<file path="src/design/wfs_ram.sv">
// generic single write port ram with registered read
// no dependencies
`default_nettype none

module wfs_ram #(
   parameter int WIDTH = 8,
   parameter int DEPTH = 16,
   parameter int AW    = (DEPTH > 1) ? $clog2(DEPTH) : 1
) (
   input  wire logic             clock,
   input  wire logic             we,
   input  wire logic [AW-1:0]    waddr,
   input  wire logic [WIDTH-1:0] wdata,
   input  wire logic             re,
   input  wire logic [AW-1:0]    raddr,
   output logic [WIDTH-1:0]      rdata
);

   logic [WIDTH-1:0] mem_ff [DEPTH];
   logic [WIDTH-1:0] rdata_ff;

   always_ff @(posedge clock) begin
      if (we) begin
         mem_ff[waddr] <= wdata;
      end
      if (re) begin
         rdata_ff <= mem_ff[raddr];
      end
   end

   assign rdata = rdata_ff;

endmodule

`default_nettype wire

</file>
<file path="config.mk">
export PLATFORM = sky130hd
export DESIGN_NAME = wfs_ram
export DESIGN_NICKNAME = d
export VERILOG_FILES = /design/src/design/wfs_ram.sv
export SDC_FILE = /design/constraint.sdc
export NUM_CORES = 1
export LEC_CHECK = 0
export ABC_AREA = 0
export BUFFER_PORTS_ARGS = -buffer_cell sky130_fd_sc_hd__buf_2
export CORE_ASPECT_RATIO = 0.6
export CORE_MARGIN = 5
export CORE_UTILIZATION = 55
export CTS_CLUSTER_DIAMETER = 40
export DETAILED_ROUTE_END_ITERATION = 10
export GPL_TIMING_DRIVEN = 0
export PLACE_DENSITY = 0.71
export SYNTH_ARGS = -nofsm -noshare
export SYNTH_HDL_FRONTEND = slang
export SYNTH_SLANG_ARGS = --single-unit
export TNS_END_PERCENT = 30
</file>
<file path="constraint.sdc">
create_clock -name clock -period 2.8 [get_ports clock]
set_input_delay 0.56 -clock clock [delete_from_list [all_inputs] [get_ports clock]]
set_output_delay 0.56 -clock clock [all_outputs]
set_load 0.005 [all_outputs]
</file>
# Word-level counts from Yosys, hierarchy flattened

Memory sizes are Yosys's and may differ from the RTL's. A register that Yosys moved wholly into a read port is not among the register bits.
Cells that the tools add are included.

Flip-flop bits (word level): 0
Bits in writable memories: 128
Bits of input ports: 19
Output and inout port bits: 8
Memories: 1

Memory list:

| name   | words | width | read ports | clocked after memory_dff | wr ports | line | RTL |
|---|---|---|---|---|---|---|---|
| mem_ff | 16    | 8     | 1          | 1                        | 1        | 19   | `logic [WIDTH-1:0] mem_ff [DEPTH];` |

Multiplexer cells: 2

Operator list:

| kind              | number |
|---|---|
| 1-bit two-way mux | 2 |

# Longest topological paths before layout

Word-level depth: 2
Mapped depth: 5
Mapped depth without buffers: 3

# Worst setup path after synthesis

Ideal clock, no wire load.

Path type: input to register
Start: input waddr[2]
End: memory mem_ff[0][0], enable pin
Arrival time: 1,670 ps
Slack: 747 ps
Cell stages on the path: 2
Path buffers: 0
Path through: or3b_2 nor3_1

RTL lines:

| element         | line | RTL |
|---|---|---|
| start, declared | 12   | `input wire logic [AW-1:0] waddr,` |
| end, declared   | 19   |  |

Straight into the memory's write port.

# Worst setup path after layout

Start: input waddr[2]
End: memory mem_ff[0][3], enable pin

Straight into the memory's write port.

==> flow_metrics.env <==
export IMPL_synth_simple_gate_area_share_pct=3.14
export IMPL_fin_skew_ns=0.00496
export IMPL_synthXorXnorAreaFrac_pct=0
export IMPL_stdcell_area_um2=6110
export IMPL_grt_pass1_vias=2560
export IMPL_ctsLongestPathBuffers=2
export IMPL_cts_sinks=136
export IMPL_ctsResizeCount=0
export IMPL_clk_pin_slew_worst_paths_ns=0.05
export IMPL_synthAdderAreaFrac_pct=0
export IMPL_worstHoldPathType="in2reg"
export IMPL_post_cts_buffers=0
export IMPL_ios=27
export IMPL_synth_area_um2=5230
export IMPL_numPortBuffers=25
export IMPL_synth_compound_area_share_pct=2.30
export IMPL_status="finished, final reports clean"
export IMPL_hold_viol=0
export IMPL_cp_start_kind="primary input"
export IMPL_cp_required_ns=2.90
export IMPL_irDropWorstVdd_uv=421
export IMPL_finalMaxSlewViolations=0
export IMPL_drc_errors=0
export IMPL_hpwlAfterDp_mm=6.67
export IMPL_fmax_mhz=476
export IMPL_initial_core_util_pct=56.7
export IMPL_grt_usage_pct=19.9
export IMPL_finalSetupTns_ns=0
export IMPL_synth_top_family_by_area="multiplexers"
export IMPL_num_rows=27
export IMPL_grt_overflow_total=0
export IMPL_worstPathMaxFanout=5
export IMPL_rsz0062_at_grt="no"
export IMPL_grt_max_degree=17
export IMPL_worst_pin_slew_ns=1.06
export IMPL_syn_num_nets=248
export IMPL_synth_cell_types=18
export IMPL_yosys_area_top_type_share_pct=78.1
export IMPL_vias=2465
export IMPL_syn_avg_cell_area_um2=22.8
export IMPL_die_h_um=85.5
export IMPL_cts_inserted_buffers=17
export IMPL_yosysWarnings=0
export IMPL_synth_area_leader_cell="edfxtp_1"
export IMPL_ys_seq_area_share_pct=78.1
export IMPL_area_growth_pct=16.8
export IMPL_timing_worst_setup_path_type="in2reg"
export IMPL_slew_headroom_pct=28.9
export IMPL_htree_levels=4
export IMPL_placed_cell_area_um2=5530
export IMPL_arrival_ns=2.20
export IMPL_final_cell_mix="edfxtp_1 (136), buf_2 (29), mux4_2 (18)"
export IMPL_final_common_cell="edfxtp_1"
export IMPL_first_pass_iters=5
export IMPL_fin_crit_sh_pct=75.0
export IMPL_n_antenna_cell=0
export IMPL_dieArea_um2=11600
export IMPL_clkLatencyLatePin_ns=0.40
export IMPL_cts_root_buf="clkbuf_16"
export IMPL_first_iter_violations=328
export IMPL_fin_nets=293
export IMPL_drt_wl_total_mm=10.4
export IMPL_synth_mux_area_share_pct=14.8
export IMPL_layout_min_cycle_time_ns=2.10
export IMPL_synth_cells=229
export IMPL_detail_route_wl_per_cell_um=24.9
export IMPL_cts_tree="done"
export IMPL_viasPerCell=5.91
export IMPL_grt_pass1_wl_mm=15.8
export IMPL_core_um2=9220
export IMPL_hold_buffers=0
export IMPL_cp_end_kind="flip-flop"
export IMPL_drv_cap=0
export IMPL_powerDensity_nw_per_um2=764
export IMPL_yosys_top_cells_area="edfxtp_1 (78%), mux4_2 (7.8%), mux4_1 (7.0%)"
export IMPL_drive_above_1_share_pct=29.3
export IMPL_antenna_found_initial=0
export IMPL_die_x_um=136
export IMPL_setup_violations=0
export IMPL_p_leak_uw=0.00204
export IMPL_num_fill_cells=619
export IMPL_ant_nets=0
export IMPL_place_gp_congestion=0.754
export IMPL_ys_ff_latch=136
cell usage after synthesis:
library cell     count
and2b_1              1
nand3b_1             2
clkdlybuf4s25_2      3
mux4_2              18
a22oi_1             16
or3b_2               1
and2_1               1
nand2_1              9
nor2b_1              1
buf_4                1
nor3_1               4
buf_6                3
nand2b_1             2
nand3_1              1
nor2_1              13
buf_2                3
mux4_1              14
edfxtp_1           136
report_power, final:
part | total (uW) | switching, uW | internal, uW
Sequential | 2310 | 10.6 | 2300
Clock | 2150 | 762 | 1380
Combinational | 211 | 123 | 88.1
area by class of cell:
class / instances / area, um2 / area share [%]
buffer: 10 / 86.3 / 1.41
clock buffer: 21 / 440 / 7.21
clock inverter: 11 / 130 / 2.13
multi-input combinational: 83 / 1070 / 17.6
sequential: 136 / 4080 / 66.9
tap: 130 / 163 / 2.66
timing repair buffer: 26 / 130 / 2.13
worst paths after layout:
kind	start	cells after the start	to	slack [ns]
worst max-delay path	waddr[2]	4	mem_ff[0][3]$_DFFE_PP_	0.70
worst min-delay path	wdata[6]	1	mem_ff[5][6]$_DFFE_PP_	0.53
worst max register to register	mem_ff[10][2]$_DFFE_PP_	3	rdata[2]$_DFFE_PP_	1.35
worst min register to register	mem_ff[14][5]$_DFFE_PP_	3	rdata[5]$_DFFE_PP_	0.76
through the flow:
step                hold WS (ns)  total power, uW  cells  utilization [%]  setup WS [ns]
floorplan                  0.659             2460    229                -          0.747
global placement           0.737             2550    384             59.8         0.0812
detailed placement         0.743             2560    385             59.9          0.268
CTS                        0.524             4700    417             66.1          0.694
global route               0.528             4820    417             66.2          0.656
finish                     0.529             4660    417             66.2          0.701
metal layers:
metal / global-route usage [%] / vias up / part of all wire (%) / wire [um]
li1: - / 1076 / - / -
met1: 30.2 / 1268 / 43 / 4450
met2: 28.7 / 115 / 47 / 4860
met3: 5.16 / 6 / 10 / 1040
met4: 6.59 / 0 / 0.36 / 37
met5: 0 / - / 0 / 0
cells by family (layout without fill, tap and decap cells):
group                  Yosys count  count (layout)
and+or+nand+nor                 35              35
buffers and inverters           10              68
DFF                            136             136
muxes                           32              32
AOI/OAI and AO/OA               16              16
registers in the layout (all words and copies together) (netlist names):
| signal | flops |
|---|---|
| mem_ff | 128 |
| rdata | 8 |
worst max-delay path, cell delays in order:
cell and delay, ns:
buf_2 0.12, or3b_2 0.51, nor3_1 0.66, buf_2 0.34
No activity file was read; power rests on OpenSTA's default activity.
