<file path="src/design/wfs_pkg.sv">
// shared constants, state encoding and sizes for the wire field superposition core
// no dependencies
`default_nettype none

package wfs_pkg;

   localparam int MAX_WIRES_DEFAULT = 64;

   localparam int COORD_W  = 32;
   localparam int SLOT_W   = 6;
   localparam int FIELD_W  = 48;
   localparam int MAG_W    = 47;
   localparam int ENTRY_W  = 3 * COORD_W;

   // digit-serial multiplier operands
   localparam int MUL_A_W  = 106;
   localparam int MUL_B_W  = 48;
   localparam int MUL_P_W  = 140;
   localparam int MUL_DIG  = 8;

   // term divider operands
   localparam int DIV_N_W  = 104;
   localparam int DIV_D_W  = 66;
   localparam int DIV_Q_W  = 62;
   localparam int TERM_W   = 63;

   // round(2e-7 * 2^64)
   localparam logic [41:0] KCOEF = 42'd3689348814742;
   localparam logic [65:0] NEAR_LIMIT_SQ = 66'd109;
   localparam logic [TERM_W-1:0] TERM_LIMIT = {1'b1, {(TERM_W-1){1'b0}}};

   localparam logic CMD_LOAD = 1'b0;
   localparam logic CMD_EVAL = 1'b1;

   localparam logic REG_PERM  = 1'b0;
   localparam logic REG_COUNT = 1'b1;

   localparam logic [31:0] PERM_RESET = 32'd65536;

   typedef enum logic [4:0] {
      ST_IDLE,
      ST_READ,
      ST_DIFF,
      ST_SQX,
      ST_SQX_W,
      ST_SQY,
      ST_SQY_W,
      ST_MP,
      ST_MP_W,
      ST_MK,
      ST_MK_W,
      ST_NX,
      ST_NX_W,
      ST_DX_W,
      ST_NY,
      ST_NY_W,
      ST_DY_W,
      ST_NEXT,
      ST_MAGX,
      ST_MAGX_W,
      ST_MAGY,
      ST_MAGY_W,
      ST_SQRT,
      ST_FIN
   } state_type;

endpackage

`default_nettype wire

</file>
<file path="src/design/wfs_mul.sv">
// digit-serial multiplier, one 8 bit digit of b per cycle
// depends on wfs_pkg
`default_nettype none

module wfs_mul (
   input  wire logic                         clock,
   input  wire logic                         reset,
   input  wire logic                         start,
   input  wire logic [wfs_pkg::MUL_A_W-1:0]  a,
   input  wire logic [wfs_pkg::MUL_B_W-1:0]  b,
   output logic                              done,
   output logic [wfs_pkg::MUL_P_W-1:0]       product
);
   import wfs_pkg::*;

   localparam int DIGITS = MUL_B_W / MUL_DIG;

   logic                busy_ff, busy_in;
   logic                done_ff, done_in;
   logic [2:0]          cnt_ff, cnt_in;
   logic [MUL_P_W-1:0]  a_ff, a_in;
   logic [MUL_B_W-1:0]  b_ff, b_in;
   logic [MUL_P_W-1:0]  acc_ff, acc_in;
   logic [MUL_P_W-1:0]  partial;

   always_comb begin
      partial = a_ff * MUL_P_W'(b_ff[MUL_DIG-1:0]);
      busy_in = busy_ff;
      done_in = 1'b0;
      cnt_in  = cnt_ff;
      a_in    = a_ff;
      b_in    = b_ff;
      acc_in  = acc_ff;
      if (start) begin
         busy_in = 1'b1;
         cnt_in  = '0;
         a_in    = MUL_P_W'(a);
         b_in    = b;
         acc_in  = '0;
      end else if (busy_ff) begin
         acc_in = acc_ff + partial;
         a_in   = a_ff << MUL_DIG;
         b_in   = b_ff >> MUL_DIG;
         cnt_in = cnt_ff + 3'd1;
         if (cnt_ff == 3'(DIGITS - 1)) begin
            busy_in = 1'b0;
            done_in = 1'b1;
         end
      end
   end

   always_ff @(posedge clock) begin
      if (reset) begin
         busy_ff <= 1'b0;
         done_ff <= 1'b0;
         cnt_ff  <= '0;
      end else begin
         busy_ff <= busy_in;
         done_ff <= done_in;
         cnt_ff  <= cnt_in;
      end
      a_ff   <= a_in;
      b_ff   <= b_in;
      acc_ff <= acc_in;
   end

   assign done    = done_ff;
   assign product = acc_ff;

endmodule

`default_nettype wire

</file>
<file path="config.mk">
export PLATFORM = sky130hd
export DESIGN_NAME = wfs_mul
export DESIGN_NICKNAME = d
export VERILOG_FILES = /design/src/design/wfs_pkg.sv /design/src/design/wfs_mul.sv
export SDC_FILE = /design/constraint.sdc
export NUM_CORES = 2
export LEC_CHECK = 0
export BUFFER_PORTS_ARGS = -buffer_cell sky130_fd_sc_hd__buf_2
export CAP_MARGIN = 20
export CORE_MARGIN = 1.5
export CORE_UTILIZATION = 24
export DETAILED_ROUTE_END_ITERATION = 12
export HOLD_SLACK_MARGIN = 0.05
export PLACE_DENSITY = 0.46
export SLEW_MARGIN = 40
export SYNTH_ARGS = -nofsm -noshare
export SYNTH_HDL_FRONTEND = slang
export SYNTH_SLANG_ARGS = --single-unit
</file>
<file path="constraint.sdc">
create_clock -name clock -period 6.5 [get_ports clock]
set_clock_uncertainty 0.15 [all_clocks]
set_input_delay 1.3 -clock clock [delete_from_list [all_inputs] [get_ports clock]]
set_output_delay 1.3 -clock clock [all_outputs]
set_load 0.02 [all_outputs]
</file>
* Yosys cells after proc, flatten, opt, wreduce, memory -nomap -nowiden
Index checks and enable logic that the tools add are counted.
Cells by class: bitwise operators 1, $mul 1, multiplexer cells 8, add/sub/neg operators 2, reduce and logical (&&, ||, !) cells 3, eq/ne operators 1
Operator list (count):
- 106-bit two-way mux | 2
- 140-bit adder | 1
- 140-bit by 8-bit multiplier with 140-bit output | 1
- 48-bit two-way mux | 2
- 1-bit two-way mux | 4
- 3-bit by 1-bit adder with 3-bit output (second input constant) | 1
- 3-bit == test (second input constant) | 1
- 3-bit OR reduction | 1
- 2-bit nonzero test | 1
- 2-bit OR reduction | 1
- 1-bit inverter | 1
Storage, ports and cells: output and inout bits 141, bits in registers 333, bits of input ports 157, logic and storage cells 23

* Depth between registers and ports, before layout
depth in word-level cells 4, mapped depth 26

* Worst setup path before layout
OpenSTA, ideal clock, no wires.
path kind in2reg, start input port start, end register a_ff[0] (enable), data required time 5770 ps, setup time 580 ps, stages 4, path slack -238 ps, data arrival time 6008 ps, path buffers 2, cell sequence clkbuf_1 nor2_1 inv_1 clkbuf_1
Between the ends: word-level cells in the longest chain between the ends 1
Ends and longest elaborated chain:
- start, declared | line wfs_mul.sv:8 | input wire logic start,
- 2-bit nonzero test (no source line)
- end signal, assigned | line wfs_mul.sv:62 | a_ff <= a_in;
- end, declared | line wfs_mul.sv:21 | logic [MUL_P_W-1:0] a_ff, a_in;
No other way between the ends. A chain may end at the register's enable or synchronous reset.

* Worst setup path after layout
start register b_ff[3], end register acc_ff[132], in the netlist product[132]
Between the ends: word-level cells in the longest chain between the ends 2
Ends and longest elaborated chain:
- start, declared | line wfs_mul.sv:22 | logic [MUL_B_W-1:0] b_ff, b_in;
- start signal, assigned | line wfs_mul.sv:63 | b_ff <= b_in;
- 140-bit by 8-bit multiplier with 140-bit output | line wfs_mul.sv:27 | partial = a_ff * MUL_P_W'(b_ff[MUL_DIG-1:0]);
- 140-bit adder | line wfs_mul.sv:41 | acc_in = acc_ff + partial;
- end signal, assigned | line wfs_mul.sv:64 | acc_ff <= acc_in;
- end, declared | line wfs_mul.sv:23 | logic [MUL_P_W-1:0] acc_ff, acc_in;
No other way between the ends.

==> qor.yml <==
grt:
  overflow: 0
  first_global_vias: 44200
  grt_pass1_wl_um: 285000
  grt_antenna_before_repair: 20
  grt_max_degree: 108
  grtUsageTotal_pct: 17.5
cts:
  ctsRootBufferMaster: "clkbuf_16"
  clkLatencyLatePin_ns: 0.71
  cts_sinks: 333
  cts_tree: "built"
  clockBufferDepth: 3
  htree_levels: 2
  cts-buffers-inserted: 52
  cts.clk_slew.worst_paths_ns: 0.07
floorplan:
  fp.dieW_um: 463
  core-area_um2: 210000
  die_h_um: 463
  io_pins: 298
  initial_core_util_pct: 24.2
  rows: 168
  die_area_um2: 214000
cells_and_area:
  layout-drive-gt1-share_pct: 24.2
  layout_common_cells: "inv_1, fa_1, and2_1"
  nNetsFinal: 7693
  synthToLayoutAreaGrowth_pct: 27.6
  final_common_cell: "inv_1"
  fin_area_um2: 64900
  fillerInstances: 22200
logic_synthesis:
  yosys.area.top_type_share_pct: 37.1
  synth-edff-count: 154
  synthArstFlopShare_pct: 0
  yosysTopAreaCell: "fa_1"
  postSynthCellCount: 5578
  synth.distinct_cells: 69
  yosysSeqAreaShare_pct: 16.2
  yosysWarnings: 0
  synth-seq-cells: 333
  syn_avg_cell_area_um2: 9.11
  synth-main-ff-cell: "dfxtp_1"
  synth_area_leaders: "fa_1, and2_1, edfxtp_1, inv_1, dfxtp_1"
  syn_area_um2: 50800
  syn_nets: 6828
run_status:
  status: "complete, but fails checks"
  violations: "setup timing"
routing:
  drtIter0Drc: 2196
  vias: 41000
  drc_errors: 0
  postRouteAntennaNets: 0
  via_per_inst: 4.41
  routed_wl_um: 192000
  wl_per_cell_um: 20.6
  drtPass1Iterations: 9
sta:
  setup_slack_ns: -0.408
  rsz0062_at_grt: "yes"
  setup_violations: 8
  fmax_mhz: 145
  layout_min_cycle_time_ns: 6.91
  worstMarginPinSlew_ns: 0.831
  fin_crit_sh_pct: 106
  slew_viol_final: 0
  hold_violations: 0
  max_slew_margin_pct: 44.6
setup_path:
  worst-setup-path-type: "flip-flop to flip-flop"
  crit_required_ns: 7.01
  cp_max_fo: 45
  cp.arrival_ns: 7.42
  startpoint_type: "flip-flop"
  endpoint_kind: "flip-flop"
flow_run:
  maxCapViolations: 0
min_path:
  min_path_type: "flip-flop to flip-flop"
placed_design:
  postPlaceCellArea_um2: 60400
  port-buffer-count: 297
  hpwlAfterDp_um: 149000
  gp_congestion: 0.899
critical path, stage by stage (launching register included):
cell and delay [ns]:
edfxtp_1 0.45, buf_4 0.17, buf_12 0.15, and2_4 0.23
fa_1 0.56, fa_2 0.44, fa_1 0.50, inv_1 0.05
fa_1 0.48, inv_1 0.04, ha_1 0.29, nand4_1 0.24
nor3_4 0.21, buf_6 0.13, nand4_1 0.18, a211oi_2 0.28
buf_4 0.18, or3_4 0.13, o2111ai_4 0.20, a31oi_4 0.36
a31oi_4 0.14, or4_4 0.49, o21a_1 0.21, or4_1 0.40
nand3_1 0.09
stage by stage:
step	util, %	hold WS [ns]	worst slack (ns)	std cells	setup TNS, ns
2_1_floorplan	-	0.299	0.0303	5578	0
3_3_place_gp	28.8	0.320	-0.777	9113	-14.10
4_1_cts	30.0	0.328	-0.480	9246	-2.14
5_1_grt	30.9	0.354	-0.602	9293	-5.70
6_report	30.9	0.326	-0.408	9298	-1.52
3_5_place_dp	28.8	0.327	-0.689	9113	-13.60
flip-flops by register name (all words and copies together) (netlist names):
register,cells
cnt_ff,3
done,1
b_ff,48
busy_ff,1
a_ff,140
product,140
repair_timing:
action / 4_1_cts / 5_1_grt
pin swaps: 30 / 95
setup buffers: 28 / 39
gates resized for setup: 97 / 284
hold buffers: 0 / 0
endpoints found under the setup margin: 56 / 77
cloned: 7 / 9
Yosys cell counts (3+ instances only):
| cell type | count |
|---|---|
| a221oi_1 | 8 |
| nand2_1 | 523 |
| and4_1 | 6 |
| edfxtp_1 | 154 |
| or4_1 | 3 |
| xnor2_1 | 102 |
| o22ai_1 | 63 |
| o211ai_1 | 9 |
| a21oi_1 | 227 |
| nand2b_1 | 5 |
| buf_2 | 17 |
| and2_1 | 767 |
| o21ai_0 | 125 |
| buf_1 | 29 |
| inv_1 | 1153 |
| a211oi_1 | 11 |
| or3_1 | 6 |
| mux2_2 | 140 |
| a21boi_0 | 5 |
| o21a_1 | 14 |
| mux2i_1 | 103 |
| a21o_1 | 54 |
| nor2_1 | 241 |
| nand3_1 | 17 |
| clkbuf_1 | 220 |
| nor4_1 | 11 |
| xor2_1 | 48 |
| nor3_1 | 42 |
| nor2b_1 | 5 |
| dfxtp_1 | 179 |
| fa_1 | 942 |
| a31oi_1 | 19 |
| nand4_1 | 66 |
| and3_1 | 5 |
| o21bai_1 | 37 |
| o31ai_1 | 14 |
| ha_1 | 151 |
| a211o_1 | 4 |
| o21ai_1 | 16 |
| o31a_1 | 3 |
cell type report:
type	count	area (um2)	share of cell area [%]
Inverter	1153	4340	6.69
Sequential cell	333	8210	12.7
Clock inverter	35	372	0.573
Timing Repair Buffer	1079	8230	12.7
Antenna cell	6	15.0	0.0232
Clock buffer	63	1380	2.13
Tap cell	2805	3510	5.41
Multi-Input combinational cell	3824	38800	59.8
routing by layer:
| layer | GRT usage, % | vias to the layer above | wire length, um |
|---|---|---|---|
| met2 | 29.4 | 905 | 91500 |
| met3 | 3.19 | 216 | 10100 |
| li1 | - | 18900 | - |
| met4 | 4.98 | 0 | 6320 |
| met1 | 22.8 | 21000 | 83900 |
| met5 | 0 | - | 0 |
path summary, 6_finish.rpt:
| path | cells after the start | slack, ns | to | startpoint |
|---|---|---|---|---|
| hold / removal | 2 | 0.33 | done | cnt_ff[2] |
| setup reg to reg | 24 | -0.41 | product[132] | b_ff[3] |
| hold reg to reg | 2 | 0.33 | done | cnt_ff[2] |
| setup / recovery | 24 | -0.41 | product[132] | b_ff[3] |
kinds of logic after synthesis:
family                     Yosys count  synth area share, %
DFF                                333                 16.2
AOI/OAI and AO/OA                  635                 7.59
xor gates and xnor gates           150                 2.59
adders and majority gates         1093                 40.8
and+or+nand+nor                   1703                 17.2
buffers and inverters             1421                 10.5
muxes                              243                 5.13
Power is not shown: default switching activity piles up to over one toggle a cycle in this logic, so the estimate is an artifact.
