==> src/design/wfs_pkg.sv <==
// shared constants, state encoding and sizes for the wire field superposition core
// no dependencies
`default_nettype none

package wfs_pkg;

   localparam int MAX_WIRES_DEFAULT = 64;

   localparam int COORD_W  = 32;
   localparam int SLOT_W   = 6;
   localparam int FIELD_W  = 48;
   localparam int MAG_W    = 47;
   localparam int ENTRY_W  = 3 * COORD_W;

   // digit-serial multiplier operands
   localparam int MUL_A_W  = 106;
   localparam int MUL_B_W  = 48;
   localparam int MUL_P_W  = 140;
   localparam int MUL_DIG  = 8;

   // term divider operands
   localparam int DIV_N_W  = 104;
   localparam int DIV_D_W  = 66;
   localparam int DIV_Q_W  = 62;
   localparam int TERM_W   = 63;

   // round(2e-7 * 2^64)
   localparam logic [41:0] KCOEF = 42'd3689348814742;
   localparam logic [65:0] NEAR_LIMIT_SQ = 66'd109;
   localparam logic [TERM_W-1:0] TERM_LIMIT = {1'b1, {(TERM_W-1){1'b0}}};

   localparam logic CMD_LOAD = 1'b0;
   localparam logic CMD_EVAL = 1'b1;

   localparam logic REG_PERM  = 1'b0;
   localparam logic REG_COUNT = 1'b1;

   localparam logic [31:0] PERM_RESET = 32'd65536;

   typedef enum logic [4:0] {
      ST_IDLE,
      ST_READ,
      ST_DIFF,
      ST_SQX,
      ST_SQX_W,
      ST_SQY,
      ST_SQY_W,
      ST_MP,
      ST_MP_W,
      ST_MK,
      ST_MK_W,
      ST_NX,
      ST_NX_W,
      ST_DX_W,
      ST_NY,
      ST_NY_W,
      ST_DY_W,
      ST_NEXT,
      ST_MAGX,
      ST_MAGX_W,
      ST_MAGY,
      ST_MAGY_W,
      ST_SQRT,
      ST_FIN
   } state_type;

endpackage

`default_nettype wire

==> src/design/wfs_div.sv <==
// restoring divider for one field term: round(num / (2 * den)), clamped to 2^62
// one quotient bit per cycle; depends on wfs_pkg
`default_nettype none

module wfs_div (
   input  wire logic                         clock,
   input  wire logic                         reset,
   input  wire logic                         start,
   input  wire logic [wfs_pkg::DIV_N_W-1:0]  num,
   input  wire logic [wfs_pkg::DIV_D_W-1:0]  den,
   output logic                              done,
   output logic [wfs_pkg::TERM_W-1:0]        quot
);
   import wfs_pkg::*;

   logic                busy_ff, busy_in;
   logic                done_ff, done_in;
   logic [5:0]          cnt_ff, cnt_in;
   logic [DIV_D_W-1:0]  rem_ff, rem_in;
   logic [DIV_Q_W-1:0]  bits_ff, bits_in;
   logic [DIV_Q_W-1:0]  q_ff, q_in;
   logic [TERM_W-1:0]   res_ff, res_in;
   logic [DIV_D_W:0]    rem2;
   logic                ge;

   always_comb begin
      rem2    = {rem_ff, bits_ff[DIV_Q_W-1]};
      ge      = rem2 >= {1'b0, den};
      busy_in = busy_ff;
      done_in = 1'b0;
      cnt_in  = cnt_ff;
      rem_in  = rem_ff;
      bits_in = bits_ff;
      q_in    = q_ff;
      res_in  = res_ff;
      if (start) begin
         // quotient of 2^62 or more saturates without iterating
         if (DIV_D_W'(num[DIV_N_W-1:DIV_Q_W]) >= den) begin
            res_in  = TERM_LIMIT;
            done_in = 1'b1;
         end else begin
            busy_in = 1'b1;
            cnt_in  = '0;
            rem_in  = DIV_D_W'(num[DIV_N_W-1:DIV_Q_W]);
            bits_in = num[DIV_Q_W-1:0];
            q_in    = '0;
         end
      end else if (busy_ff) begin
         rem_in  = ge ? DIV_D_W'(rem2 - {1'b0, den}) : rem2[DIV_D_W-1:0];
         bits_in = bits_ff << 1;
         q_in    = {q_ff[DIV_Q_W-2:0], ge};
         cnt_in  = cnt_ff + 6'd1;
         if (cnt_ff == 6'(DIV_Q_W - 1)) begin
            busy_in = 1'b0;
            done_in = 1'b1;
            // round half up from the extra quotient bit
            res_in  = TERM_W'(({1'b0, q_in} + TERM_W'(1)) >> 1);
         end
      end
   end

   always_ff @(posedge clock) begin
      if (reset) begin
         busy_ff <= 1'b0;
         done_ff <= 1'b0;
         cnt_ff  <= '0;
      end else begin
         busy_ff <= busy_in;
         done_ff <= done_in;
         cnt_ff  <= cnt_in;
      end
      rem_ff  <= rem_in;
      bits_ff <= bits_in;
      q_ff    <= q_in;
      res_ff  <= res_in;
   end

   assign done = done_ff;
   assign quot = res_ff;

endmodule

`default_nettype wire

==> config.mk <==
export PLATFORM = sky130hd
export DESIGN_NAME = wfs_div
export DESIGN_NICKNAME = d
export VERILOG_FILES = /design/src/design/wfs_pkg.sv /design/src/design/wfs_div.sv
export SDC_FILE = /design/constraint.sdc
export NUM_CORES = 1
export LEC_CHECK = 0
export BUFFER_PORTS_ARGS = -buffer_cell sky130_fd_sc_hd__buf_2
export CORE_MARGIN = 2
export CORE_UTILIZATION = 53
export CTS_CLUSTER_DIAMETER = 120
export DETAILED_ROUTE_END_ITERATION = 16
export PLACE_DENSITY_LB_ADDON = 0.2
export SLEW_MARGIN = 10
export SYNTH_ARGS = -nofsm -noshare
export SYNTH_HDL_FRONTEND = slang
export SYNTH_SLANG_ARGS = --single-unit
==> constraint.sdc <==
create_clock -name clock -period 13 [get_ports clock]
set_clock_uncertainty 0.2 [all_clocks]
set_input_delay 1.95 -clock clock [delete_from_list [all_inputs] [get_ports clock]]
set_output_delay 1.95 -clock clock [all_outputs]
set_load 0.1 [all_outputs]
After elaboration in Yosys (flattened, before gate mapping). Cells that the tools add are included.

Add/subtract/negate cells: 3. Multiply operators: 0. Divide/modulo/power cells: 0. Magnitude comparators: 2. Equality and inequality tests: 3. Shift operators: 0. Mux-type cells: 25. Bitwise gates (word level): 0. Reductions and logical operators: 4.

Operators by type and width (count): 66-bit 2-to-1 mux (4); 63-bit 2-to-1 mux (4); 62-bit 2-to-1 mux (3); 61-bit 2-to-1 mux (3); 67-bit by 66-bit >= comparator with 1-bit output (1); 42-bit by 66-bit >= comparator with 1-bit output (1); 66-bit subtractor (1); 62-bit by 1-bit adder with 63-bit output (second input constant) (1); 6-bit 2-to-1 mux (3); 1-bit 2-to-1 mux (8); 6-bit by 1-bit adder with 6-bit output (second input constant) (1); 6-bit == test (second input constant) (1); 2-bit nonzero test (2); 3-bit AND reduction (1); 2-bit by 1-bit != test with 1-bit output (second input constant) (1); 2-bit != test (second input constant) (1); 2-bit AND reduction (1).

Bits in registers: 260. Latch bits: 0. Memory bits (writable): 0. Bits in read-only memories: 0. Input port bits: 173. Output and inout port bits: 64. Word-level logic and storage cells: 44. Memories: 0.

Depth between registers and ports, before layout.
Word-level depth: 5. Gate-level depth with buffers: 26. Gate-level depth less buffers: 22.

Worst setup path after synthesis. Ideal clock, no wire load.

Kind: input to register. From: input port den[3] in the netlist's numbering. To: register bits_ff[0] (enable). Setup time: 0.742 ns. Arrival time: 11.454 ns. Data required time: 12.058 ns. Setup slack: 0.604 ns. Stages: 11. Path buffers: 0. Cells stage by stage: inv_1 -> ha_1 -> a21o_1 -> a21o_1 -> a21oi_1 -> o211ai_1 -> a21oi_1 -> o21ai_0 -> a211oi_1 -> nor2_1 -> nor2_1.

Longest elaborated chain between the ends: 3.

Ends and longest elaborated chain: start, declared (RTL line wfs_div.sv:10) `input wire logic [wfs_pkg::DIV_D_W-1:0] den,`; 42-bit by 66-bit >= comparator with 1-bit output (RTL line wfs_div.sv:38) `if (DIV_D_W'(num[DIV_N_W-1:DIV_Q_W]) >= den) begin`; 2-bit != test (no source line); 2-bit AND reduction (no source line); end signal, assigned (RTL line wfs_div.sv:73) `bits_ff <= bits_in;`; end, declared (RTL line wfs_div.sv:20) `logic [DIV_Q_W-1:0] bits_ff, bits_in;`.

Every way passes these cells. A chain may end at the register's enable or synchronous reset.

Worst setup path in the final report.
From: input port den[21] in the netlist's numbering. To: register res_ff[53], in the netlist quot[53], data pin.

Longest elaborated chain between the ends: 5.

Ends and longest elaborated chain: 67-bit by 66-bit >= comparator with 1-bit output (RTL line wfs_div.sv:28) `ge = rem2 >= {1'b0, den};`; 62-bit by 1-bit adder with 63-bit output (RTL line wfs_div.sv:57) `res_in = TERM_W'(({1'b0, q_in} + TERM_W'(1)) >> 1);`; 63-bit 2-to-1 mux (RTL line wfs_div.sv:53) `if (cnt_ff == 6'(DIV_Q_W - 1)) begin`; 63-bit 2-to-1 mux (RTL line wfs_div.sv:48) `end else if (busy_ff) begin`; 63-bit 2-to-1 mux (RTL line wfs_div.sv:36) `if (start) begin`; end signal, assigned (RTL line wfs_div.sv:75) `res_ff <= res_in;`; end, declared (RTL line wfs_div.sv:22) `logic [TERM_W-1:0] res_ff, res_in;`.

Every way passes these cells. The select of a mux whose other input is x is not followed.

==> flow_metrics.py <==
metrics = {
    "status": {
        "outcome": "completed",
    },
    "cts": {
        "hold_buffers": 0,
        "cts_resized": 0,
        "cts_buffer_depth": 3,
        "clk_pin_slew_worst_paths_ns": 0.06,
        "clock_latency_ns": 0.57,
        "cts_setup_buffers": 0,
        "cts_num_sinks": 260,
        "cts_inserted_buffers": 29,
        "htree_levels": 1,
        "tritoncts": "done",
        "root_buffer": "clkbuf_16",
    },
    "die": {
        "die_y_um": 183.6,
        "start_util_pct": 54.06,
        "coreArea_um2": 31640,
        "row_count": 65,
        "die-area_um2": 33720,
        "io_pins": 237,
        "die_x_um": 183.6,
    },
    "logic_synthesis": {
        "yosysSeqAreaShare_pct": 45.18,
        "synthCells": 1627,
        "async_reset_ff_share_pct": 0,
        "avgSynthCellArea_um2": 10.51,
        "synthFlopType": "edfxtp_1",
        "yosys_register_bits": 260,
        "synth_fp_nets": 1912,
        "ys_warn_count": 0,
        "synth_edf_count": 252,
        "synth.cell_area_um2": 17100,
        "ys_types": 74,
    },
    "finish": {
        "layout.nets": 2125,
        "drive_above_1_share_pct": 22.49,
        "final_util_pct": 61.68,
        "fin_area_um2": 19510,
        "fin_cells": 2265,
        "layout_commonest_cell": "edfxtp_1",
        "final_cell_mix": "edfxtp_1 (252), buf_2 (235), a21oi_1 (125)",
        "fillers": 2658,
        "syn2layout_area_growth_pct": 14.08,
        "n_antenna_cell": 0,
    },
    "routing": {
        "ant_nets": 0,
        "drt_wl_total_um": 41500,
        "vias": 13350,
        "first_iter_violations": 1035,
        "wl_per_cell_um": 18.32,
        "via_per_inst": 5.894,
        "drtPass1Iterations": 5,
        "drc": 0,
    },
    "min_path": {
        "hp-class": "flip-flop to flip-flop",
    },
    "global_routing": {
        "antenna_found_initial": 4,
        "grt_max_degree": 168,
        "grt-ovfl-total": 0,
        "grt_first_pass_wirelength_um": 66140,
        "grt_use_total_pct": 24.45,
        "grt_pass1_vias": 12860,
    },
    "place": {
        "portBuffers": 236,
        "place_congestion": 0.9368,
        "hpwlAfterDp_um": 29960,
        "placed_cells": 2211,
        "pre_cts_ws_ns": 5.268,
        "placed_area_um2": 18630,
    },
    "power_and_ir_drop": {
        "ir_worst_vdd_v": 0.0001150,
        "p_per_area_nw_per_um2": 173.0,
        "power_leakage_nw": 8.142,
    },
    "critical_path": {
        "cp.arrival_ns": 7.33,
        "critical_path_peak_fanout": 15,
        "path_class": "input port to flip-flop",
        "start_kind": "input port",
        "worstPathRequired_ns": 13.09,
        "cp-end-kind": "flip-flop",
    },
    "sta": {
        "worst_slew_pin_slew_ns": 1.086,
        "fin_crit_sh_pct": 55.69,
        "hold_viol_final": 0,
        "setup_viol": 0,
        "worst_slack_ns": 5.760,
        "rsz0062_at_grt": "no",
        "fin_crit_ns": 7.240,
        "fin_tns_setup_ns": 0,
        "worst_slew_margin_rel_pct": 27.31,
        "fmax_mhz": 138.1,
        "drv_slew": 0,
    },
    "flow_run": {
        "cap_violations": 0,
    },
}
[power by group]
part           switching [W]  internal [W]  total, W
logic               0.000809      0.000616   0.00143
registers          0.0000771       0.00110   0.00117
clock network       0.000341      0.000435  0.000777
[cell usage after synthesis, types with 4 or more instances]
library cell | count | share of area [%]
nor3b_1 | 5 | 0.22
nor3_1 | 26 | 0.76
a22o_1 | 5 | 0.26
nor2_1 | 113 | 2.5
and3_1 | 25 | 0.91
o211ai_1 | 11 | 0.48
or3_1 | 21 | 0.77
a21oi_1 | 125 | 3.7
buf_2 | 5 | 0.15
o31ai_1 | 5 | 0.22
and4_1 | 10 | 0.51
xnor2_1 | 46 | 2.4
nor2b_1 | 68 | 2.5
o21ai_0 | 59 | 1.7
a21o_1 | 69 | 3.0
mux2_2 | 109 | 7.2
o21bai_1 | 9 | 0.39
a211oi_1 | 9 | 0.39
a21boi_0 | 9 | 0.39
nor4_1 | 10 | 0.37
nand3_1 | 47 | 1.4
or2_2 | 7 | 0.26
nand3b_1 | 6 | 0.26
buf_4 | 4 | 0.18
mux2_1 | 26 | 1.7
nand2_1 | 87 | 1.9
edfxtp_1 | 252 | 44
inv_1 | 98 | 2.2
nand4_1 | 37 | 1.4
xor2_1 | 51 | 2.6
a31oi_1 | 6 | 0.22
ha_1 | 111 | 8.1
o21a_1 | 12 | 0.53
o2111ai_1 | 8 | 0.41
nand2b_1 | 5 | 0.18
dfxtp_1 | 8 | 0.94
clkbuf_1 | 52 | 1.1
and2_1 | 13 | 0.48
[routing by layer]
layer	up-vias	share of wire [%]	GRT usage, %
met2	431	45	39.06
met5	-	0.13	0
li1	6478	-	-
met4	8	2.1	6.176
met3	75	7.8	5.606
met1	6359	45	33.73
[per-stage QoR]
stage / total power (W) / hold slack, ns
3_3_place_gp: 0.002560 / 0.2709
3_5_place_dp: 0.002585 / 0.2857
2_1_floorplan: 0.002261 / 0.2539
6_report: 0.003375 / 0.2866
4_1_cts: 0.003379 / 0.2945
5_1_grt: 0.003584 / 0.3438
[critical path, stage by stage]
cell     delay, ns
buf_2         0.07
inv_1         0.05
ha_1          0.41
and3_1        0.22
nand2_1       0.10
or4_4         0.54
o22ai_1       0.31
o21ai_2       0.14
a21o_1        0.25
a21oi_4       0.52
nor2_4        0.08
inv_2         0.07
ha_1          0.21
nand4_1       0.09
nor2_1        0.45
nand2_1       0.23
or3_1         0.51
nor2_1        0.25
and2_1        0.21
and3_1        0.26
nand4_1       0.14
xnor2_1       0.17
nor2_1        0.06
[cells by family after synthesis]
| group | Yosys count | share of synthesized area (%) |
|---|---|---|
| AOI/OAI and AO/OA | 371 | 14.13 |
| xor gates and xnor gates | 97 | 4.967 |
| adders and majority gates | 112 | 8.237 |
| buffers and inverters | 163 | 3.789 |
| DFF | 260 | 45.18 |
| muxes | 136 | 8.947 |
| and+or+nand+nor | 488 | 14.75 |
[sequential cells by signal, summed over array words and instances, names as in the netlist]
name     count
cnt_ff       6
busy_ff      1
bits_ff     62
q_ff        61
done         1
rem_ff      66
quot        63
[cell type report]
cell class | count | area [um^2] | share of cell area, %
sequential | 260 | 7727 | 39.60
multi-input combinational | 1204 | 8747 | 44.83
timing repair buffer | 246 | 1277 | 6.547
clock inverter | 11 | 67.56 | 0.3463
clock buffer | 43 | 818.3 | 4.194
inverter | 99 | 371.6 | 1.904
tap | 402 | 503.0 | 2.578
[path summary, 6_finish.rpt]
| kind | endpoint | slack, ns | cells after the start | start |
|---|---|---|---|---|
| max | quot[53]$_SDFFCE_PP0P_ | 5.76 | 23 | den[21] |
| min | cnt_ff[4]$_SDFFE_PP0P_ | 0.29 | 2 | cnt_ff[4]$_SDFFE_PP0P_ |
| max reg2reg | quot[53]$_SDFFCE_PP0P_ | 6.77 | 21 | rem_ff[20]$_DFFE_PP_ |
| min reg2reg | cnt_ff[4]$_SDFFE_PP0P_ | 0.29 | 2 | cnt_ff[4]$_SDFFE_PP0P_ |
No activity file was read; power rests on OpenSTA's default activity.
